$ cat config.mk
export PLATFORM = sky130hd
export DESIGN_NAME = jk64_ctrl
export DESIGN_NICKNAME = d
export VERILOG_FILES = /design/src/jk64_pkg.sv /design/src/jk64_ctrl.sv
export SDC_FILE = /design/constraint.sdc
export NUM_CORES = 1
export LEC_CHECK = 0
export ABC_AREA = 0
export BUFFER_PORTS_ARGS = -buffer_cell sky130_fd_sc_hd__buf_2
export CAP_MARGIN = 20
export CORE_ASPECT_RATIO = 0.6
export CORE_MARGIN = 3
export CORE_UTILIZATION = 50
export CTS_BUF_LIST = sky130_fd_sc_hd__clkbuf_16
export DETAILED_ROUTE_END_ITERATION = 10
export GPL_TIMING_DRIVEN = 0
export PLACE_DENSITY = 0.75
export SETUP_SLACK_MARGIN = 0.5
export SYNTH_ARGS = -nofsm -noshare
export SYNTH_HDL_FRONTEND = slang
export SYNTH_SLANG_ARGS = --single-unit
$ cat constraint.sdc
create_clock -name clk -period 2.61 [get_ports clk]
set_input_delay 0.3915 -clock clk [delete_from_list [all_inputs] [get_ports clk]]
set_output_delay 0.3915 -clock clk [all_outputs]
set_load 0.005 [all_outputs]
$ cat src/jk64_pkg.sv
// jk64_pkg: constants, types and command struct for the jkiss64 generator
// shared by jk64_ctrl, jk64_datapath and the top level; no dependencies
`default_nettype none
package jk64_pkg;

  localparam int WARMUP_STEPS = 100;
  localparam int CNT_W = $clog2(WARMUP_STEPS + 8);

  localparam logic [63:0] LCG64_MUL = 64'd1490024343005336237;
  localparam logic [63:0] LCG64_ADD = 64'd123456789;
  localparam logic [31:0] MWC_MUL_A = 32'd4294584393;
  localparam logic [31:0] MWC_MUL_B = 32'd4246477509;
  localparam logic [31:0] LCG32_MUL = 32'd314527869;
  localparam logic [31:0] LCG32_ADD = 32'd1234567;
  localparam int XS64_SHL_A = 21;
  localparam int XS64_SHR = 17;
  localparam int XS64_SHL_B = 30;
  localparam int XS32_SHL_A = 5;
  localparam int XS32_SHR = 7;
  localparam int XS32_SHL_B = 22;
  localparam int SEED_SHR = 11;

  localparam logic [63:0] RST_LCG = 64'd123456789123;
  localparam logic [63:0] RST_XS = 64'd987654321987;
  localparam logic [31:0] RST_MWC_V = 32'd43219876;
  localparam logic [31:0] RST_MWC_C = 32'd6543217;
  localparam logic [31:0] RST_MWC2_V = 32'd21987643;
  localparam logic [31:0] RST_MWC2_C = 32'd1732654;
  localparam logic [31:0] RST_S_LCG = 32'd123456789;
  localparam logic [31:0] RST_S_XS = 32'd987654321;
  localparam logic [31:0] RST_S_MWC_V = 32'd43219876;
  localparam logic [31:0] RST_S_MWC_C = 32'd6543217;

  localparam logic [1:0] OP_DRAW32 = 2'd0;
  localparam logic [1:0] OP_DRAW64 = 2'd1;
  localparam logic [1:0] OP_RESEED = 2'd2;

  typedef enum logic [3:0] {
    MUL_NONE,
    MUL_LCG_LL,
    MUL_LCG_LH,
    MUL_LCG_HL,
    MUL_MWC1,
    MUL_MWC2,
    MUL_SLCG,
    MUL_SMWC,
    MUL_SQ,
    MUL_CUBE
  } mul_sel_t;

  typedef enum logic [2:0] {
    FILL_LCG_HI,
    FILL_XS_HI,
    FILL_MWC_V,
    FILL_MWC_C,
    FILL_MWC2_V,
    FILL_MWC2_C,
    FILL_LCG_LO,
    FILL_XS_LO
  } fill_sel_t;

  typedef struct packed {
    mul_sel_t  mul_sel;
    logic      xs_step;
    logic      sxs_step;
    logic      load_seed;
    logic      fill;
    fill_sel_t fill_sel;
    logic      out_load;
    logic      wide;
  } cmd_t;

endpackage
`default_nettype wire

$ cat src/jk64_ctrl.sv
// jk64_ctrl: sequencer for draws and reseeds, handshakes and output valid
// depends on jk64_pkg; commands jk64_datapath
`default_nettype none
module jk64_ctrl (
  input  wire logic           clk,
  input  wire logic           rst,
  input  wire logic           in_valid,
  output logic                in_ready,
  input  wire logic [1:0]     opcode,
  output logic                out_valid,
  input  wire logic           out_ready,
  output jk64_pkg::cmd_t      cmd
);

  typedef enum logic [5:0] {
    S_IDLE = 6'b000001,
    S_DRAW = 6'b000010,
    S_SQ   = 6'b000100,
    S_CUBE = 6'b001000,
    S_STEP = 6'b010000,
    S_FILL = 6'b100000
  } state_t;

  localparam logic [jk64_pkg::CNT_W-1:0] CNT_LAST =
    jk64_pkg::CNT_W'(jk64_pkg::WARMUP_STEPS + 7);
  localparam logic [jk64_pkg::CNT_W-1:0] CNT_FIRST_FILL =
    jk64_pkg::CNT_W'(jk64_pkg::WARMUP_STEPS + 1);
  localparam logic [jk64_pkg::CNT_W-1:0] CNT_END =
    jk64_pkg::CNT_W'(jk64_pkg::WARMUP_STEPS + 8);

  state_t state, state_next;
  logic [2:0] phase, phase_next;
  logic [jk64_pkg::CNT_W-1:0] cnt, cnt_next, fill_off;
  logic wide, wide_next, out_valid_next;

  assign fill_off = cnt - CNT_FIRST_FILL;

  always_comb begin
    state_next = state;
    phase_next = phase;
    cnt_next = cnt;
    wide_next = wide;
    in_ready = 1'b0;
    cmd = '0;
    cmd.mul_sel = jk64_pkg::MUL_NONE;
    cmd.fill_sel = jk64_pkg::FILL_LCG_HI;
    cmd.wide = wide;
    case (state)
      S_IDLE: begin
        in_ready = 1'b1;
        phase_next = '0;
        cnt_next = '0;
        if (in_valid) begin
          case (opcode)
            jk64_pkg::OP_DRAW32: begin
              state_next = S_DRAW;
              wide_next = 1'b0;
            end
            jk64_pkg::OP_DRAW64: begin
              state_next = S_DRAW;
              wide_next = 1'b1;
            end
            jk64_pkg::OP_RESEED: begin
              cmd.load_seed = 1'b1;
              state_next = S_SQ;
            end
            default: ;
          endcase
        end
      end
      S_DRAW: begin
        phase_next = phase + 3'd1;
        case (phase)
          3'd0: begin
            cmd.mul_sel = jk64_pkg::MUL_LCG_LL;
            cmd.xs_step = 1'b1;
          end
          3'd1: cmd.mul_sel = jk64_pkg::MUL_LCG_LH;
          3'd2: cmd.mul_sel = jk64_pkg::MUL_LCG_HL;
          3'd3: cmd.mul_sel = jk64_pkg::MUL_MWC1;
          3'd4: cmd.mul_sel = wide ? jk64_pkg::MUL_MWC2 : jk64_pkg::MUL_NONE;
          3'd5: ;
          default: begin
            phase_next = phase;
            if (!out_valid || out_ready) begin
              cmd.out_load = 1'b1;
              state_next = S_IDLE;
            end
          end
        endcase
      end
      S_SQ: begin
        cmd.mul_sel = jk64_pkg::MUL_SQ;
        state_next = S_CUBE;
      end
      S_CUBE: begin
        cmd.mul_sel = jk64_pkg::MUL_CUBE;
        state_next = S_STEP;
        phase_next = '0;
        cnt_next = '0;
      end
      S_STEP: begin
        phase_next = phase + 3'd1;
        case (phase)
          3'd0: begin
            cmd.mul_sel = jk64_pkg::MUL_SLCG;
            if (cnt >= CNT_FIRST_FILL) begin
              cmd.fill = 1'b1;
              cmd.fill_sel = jk64_pkg::fill_sel_t'(fill_off[2:0]);
            end
          end
          3'd1: cmd.mul_sel = jk64_pkg::MUL_SMWC;
          default: begin
            cmd.sxs_step = 1'b1;
            phase_next = '0;
            cnt_next = cnt + 1'b1;
            if (cnt == CNT_LAST) begin
              state_next = S_FILL;
            end
          end
        endcase
      end
      S_FILL: begin
        cmd.fill = 1'b1;
        cmd.fill_sel = jk64_pkg::FILL_XS_LO;
        state_next = S_IDLE;
      end
      default: state_next = S_IDLE;
    endcase
  end

  assign out_valid_next = cmd.out_load ? 1'b1 : (out_ready ? 1'b0 : out_valid);

  always_ff @(posedge clk) begin
    if (rst) begin
      state <= S_IDLE;
      phase <= '0;
      cnt <= '0;
      wide <= 1'b0;
      out_valid <= 1'b0;
    end else begin
      state <= state_next;
      phase <= phase_next;
      cnt <= cnt_next;
      wide <= wide_next;
      out_valid <= out_valid_next;
    end
  end

`ifndef ASSERT_OFF
  a_no_overwrite: assert property (@(posedge clk) disable iff (rst)
    cmd.out_load |-> (!out_valid || out_ready))
    else $error("output overwritten while stalled");
  a_cnt_bound: assert property (@(posedge clk) disable iff (rst)
    cnt <= CNT_END)
    else $error("warmup counter out of range");
  a_fill_reseed: assert property (@(posedge clk) disable iff (rst)
    cmd.fill |-> (state == S_STEP || state == S_FILL))
    else $error("fill outside reseed");
  a_load_after_draw: assert property (@(posedge clk) disable iff (rst)
    cmd.out_load |=> out_valid)
    else $error("loaded result not presented");
`endif

endmodule
`default_nettype wire

# ---- Word level (Yosys, flattened, before mapping)
# Cells that the tools add are included.
dict set report op_classes {
  n_lt_le_gt_ge 1
  eq_ne 21
  add_sub_neg 3
  mux 33
  reduce_logical 16
}
# operator count
set op_table {}
lappend op_table {{$mux W6} 5}
lappend op_table {{$pmux W6 S5} 1}
lappend op_table {{$pmux W4 S4} 1}
lappend op_table {{$pmux W3 S5} 1}
lappend op_table {{$pmux W7 S2} 1}
lappend op_table {{$mux W1} 13}
lappend op_table {{$ne A2 B2 Y1 const B} 6}
lappend op_table {{$pmux W6 S2} 1}
lappend op_table {{$mux W3} 3}
lappend op_table {{$pmux W3 S3} 1}
lappend op_table {{$mux W4} 2}
lappend op_table {{$pmux W4 S2} 1}
lappend op_table {{$add A7 B1 Y7 const B} 1}
lappend op_table {{$eq A7 B7 Y1 const B} 1}
lappend op_table {{$ge A7 B7 Y1 const B} 1}
lappend op_table {{$mux W7} 1}
lappend op_table {{$eq A3 B2 Y1 const B} 2}
lappend op_table {{$eq A3 B3 Y1 const B} 2}
lappend op_table {{$eq A6 B1 Y1 const B} 1}
lappend op_table {{$eq A6 B2 Y1 const B} 1}
lappend op_table {{$eq A6 B3 Y1 const B} 1}
lappend op_table {{$eq A6 B4 Y1 const B} 1}
lappend op_table {{$eq A6 B5 Y1 const B} 1}
lappend op_table {{$eq A6 B6 Y1 const B} 1}
lappend op_table {{other kinds (19)} 24}
dict set report word_totals {
  word_cells 79
  out_inout_bits 15
  in_bits 6
  regBits 18
}

# ---- Logic depth before layout (Yosys ltp)
dict set report logic_depth {
  ltp_word 6
  depth_mapped 7
}

# ---- Worst setup path after synthesis
# No wires, ideal clock.
dict set report synth_timing {
  kind {reg2out}
  start {register phase[0]}
  end {output port cmd[1] (netlist bit)}
  path_slack_ps 647
  t_required_ps 2219
  t_arrival_ps 1572
  path_stages_with_launch 7
  path_cell_list {dfxtp_1 -> inv_1 -> ha_1 -> or3_1 -> or3_1 -> nor2_1 -> buf_4}
}
# item line_no
set synth_rtl {}
lappend synth_rtl {{start, declared} jk64_ctrl.sv:32} ;# logic [2:0] phase, phase_next;
lappend synth_rtl {{start signal, assigned} jk64_ctrl.sv:143} ;# phase <= phase_next;
lappend synth_rtl {{end, declared} jk64_ctrl.sv:12} ;# output jk64_pkg::cmd_t cmd

==> out/metrics.csv <==
metric;value;unit
status;finished, final reports clean;
final_cells;214;
rsz0062_at_grt;true;
place_area;1393;um^2
power_leakage;0.7001;nW
hold_viol_final;0;
tns;0;ps
slew_headroom;0.5590;
drive_gt1_frac;0.3859;
cp.required;2220;ps
rows;13;
worst_hold_slack;422.9;ps
regToRegSetupSlack;510;ps
die_area;3167;um^2
ctsHtreeMaxLevel;1;
cp_max_fo;4;
avgSynthCellArea;8.423;um^2
hp-class;primary input to flop;
clock-sinks;18;
max_freq;416.7;MHz
ys_ff_latch;18;
start_util;0.5511;
arrival;2010;ps
finalCritPeriodShare;0.9195;
timing.rr.end;state[5];
antenna_found_initial;0;
startpoint;phase[0];
clock_skew;2.854;ps
busiest_layer;met2;
coreArea;2277;um^2
drt_iter0_markers;93;
antenna_cells;0;
min-delay-start;out_ready;
ys_async_sr_fraction;0;
post-dp-hpwl;2265;um
start_kind;flop;
syn2layout_area_growth;36.29;%
yosysUniqueCellTypes;48;
cts_hold_buffers;0;
tightest_slew;661.6;ps
die_w;70.68;um
endpoint_kind;primary output;
grtUsageTotal;0.2181;
port_buffers;20;
cts_tree;yes;
rr_worst_depth;7;
dp_cells;199;
multi_input_area;953.4;um^2
fillers;160;
syn_nets;163;
clock_latency;250;ps
postRouteWirelength;3390;um
setup_viol;0;
fp.dieH;44.81;um
synth_cells;149;
peakVddDrop;367.7;uV
synthFlopType;dfxtp_1;
vias;1285;
max_cap_viol_count;0;
grt_pass1_vias;1158;
ant_nets;0;
finalCriticalPeriod;2400;ps
drt-pass1-iter-count;4;
clockRootBuffer;clkbuf_16;
regArea;384.1;um^2
grt_max_degree;11;
grt_pass1_wl;5471;um
place.gp.congestion;0.8462;
design_area;1710;um^2
use_met1;0.2872;
io_pins;21;
clockBufferDepth;2;
crit_end;cmd[1];
wl_per_cell;15.84;um
path_clk_slew;50;ps
synth-edff-count;0;
syn_area;1255;um^2
utilization;0.7511;
yosysSeqAreaShare;0.2871;
cts_inserted_buffers;3;
power.density;421.6;nW/um^2
grt-ovfl-total;0;
drv_slew;0;
grt.met3_usage;0.06222;
route.detailed.drc;0;
reg2reg_from;phase[0];
yosysWarningCount;0;
via_per_inst;6.005;
use_met2;0.3643;
nets;199;
crit_type;flop to primary output;
[synth_stat cells, drive strengths merged (2+ instances only)]
| library cell | count | area share |
|---|---|---|
| a21oi | 4 | 0.016 |
| a31oi | 2 | 0.010 |
| and2 | 2 | 0.010 |
| and3 | 2 | 0.010 |
| buf | 4 | 0.025 |
| clkbuf | 2 | 0.0060 |
| dfxtp | 18 | 0.29 |
| ha | 8 | 0.080 |
| inv | 6 | 0.018 |
| mux2i | 4 | 0.032 |
| nand2 | 15 | 0.045 |
| nand3 | 6 | 0.024 |
| nand3b | 6 | 0.036 |
| nor2 | 10 | 0.030 |
| nor2b | 6 | 0.030 |
| nor3 | 2 | 0.012 |
| nor4 | 8 | 0.067 |
| o211a | 2 | 0.016 |
| o211ai | 3 | 0.018 |
| o21ai | 11 | 0.044 |
| o311ai | 2 | 0.014 |
| o31a | 3 | 0.021 |
| o32ai | 2 | 0.014 |
| or3 | 2 | 0.010 |
| xor2 | 2 | 0.014 |
[final cells by class]
type | count | share of cell area
buffer | 6 | 0.02487
clock buffer | 3 | 0.04389
clock inverter | 1 | 0.002195
inverter | 6 | 0.01463
multi-input combinational | 119 | 0.5574
sequential | 18 | 0.2246
tap | 30 | 0.02195
timing repair buffer | 31 | 0.1105
[worst min-delay path by stage]
stage / to / cells after the start
final: out_valid / 3
after global routing: out_valid / 3
after CTS: out_valid / 3
after detailed placement: out_valid / 2
after global placement: out_valid / 2
after floorplan: cnt[6] / 2
[flip-flops by register name (all words and copies together) (netlist names)]
register / flops
state: 6
out_valid: 1
phase: 3
cnt: 7
wide: 1
[layer usage]
metal / wire length [um] / share of wire / vias up
li1: - / - / 626
met1: 1538 / 0.45 / 605
met2: 1573 / 0.46 / 52
met3: 265 / 0.078 / 2
met4: 13 / 0.0038 / 0
met5: 0 / 0 / -
[layout by cell type (no fill, tap or decap), types with 4 or more instances in the layout]
cell,netlist,routed
buf_2,1,20
buf_4,2,12
nor4_1,4,4
ha_4,0,5
nand3b_1,6,6
a21oi_1,4,4
nand3_1,6,6
o21ai_0,10,7
o21ai_1,1,4
mux2i_1,4,4
nor2_1,10,8
dfxtp_1,18,9
nor2b_1,6,6
nand2_1,15,15
dfxtp_2,0,4
dfxtp_4,0,5
[where the power goes]
group          internal (mW)  switching, mW  leakage [nW]
clock network          0.204          0.108        0.0385
logic                 0.0543         0.0690         0.511
registers              0.277        0.00846         0.151
[logic make-up after synthesis]
logic type	Yosys count	synth area share
compound gates	36	0.1984
xor+xnor	2	0.01396
mux	5	0.04088
flops	18	0.2871
simple gates	68	0.3310
buf+inv	12	0.04885
fa+ha+maj	8	0.07976
[per-stage QoR]
step | power, mW | worst slack, ps
2_1_floorplan | 0.3666 | 646.6
5_1_grt | 0.7498 | 164.8
3_5_place_dp | 0.3956 | 422.0
3_3_place_gp | 0.3930 | 461.2
6_report | 0.7212 | 210.1
4_1_cts | 0.7162 | 251.1
[what timing repair did]
item | 4_1_cts | 5_1_grt
hold endpoints to repair | 0 | 0
gates resized for setup | 15 | 29
endpoints found under the setup margin | 7 | 9
buffers inserted | 5 | 6
pin swaps | 5 | 11
gates cloned | 0 | 0
[worst max-delay path: stages (launching register included)]
cell     delay, ps
dfxtp_4        360
ha_4           160
ha_4           150
or3_4          380
or3_4          410
nor2_4         110
buf_6           90
buf_6           80
Note: power is estimated with default switching activity, not from simulation.
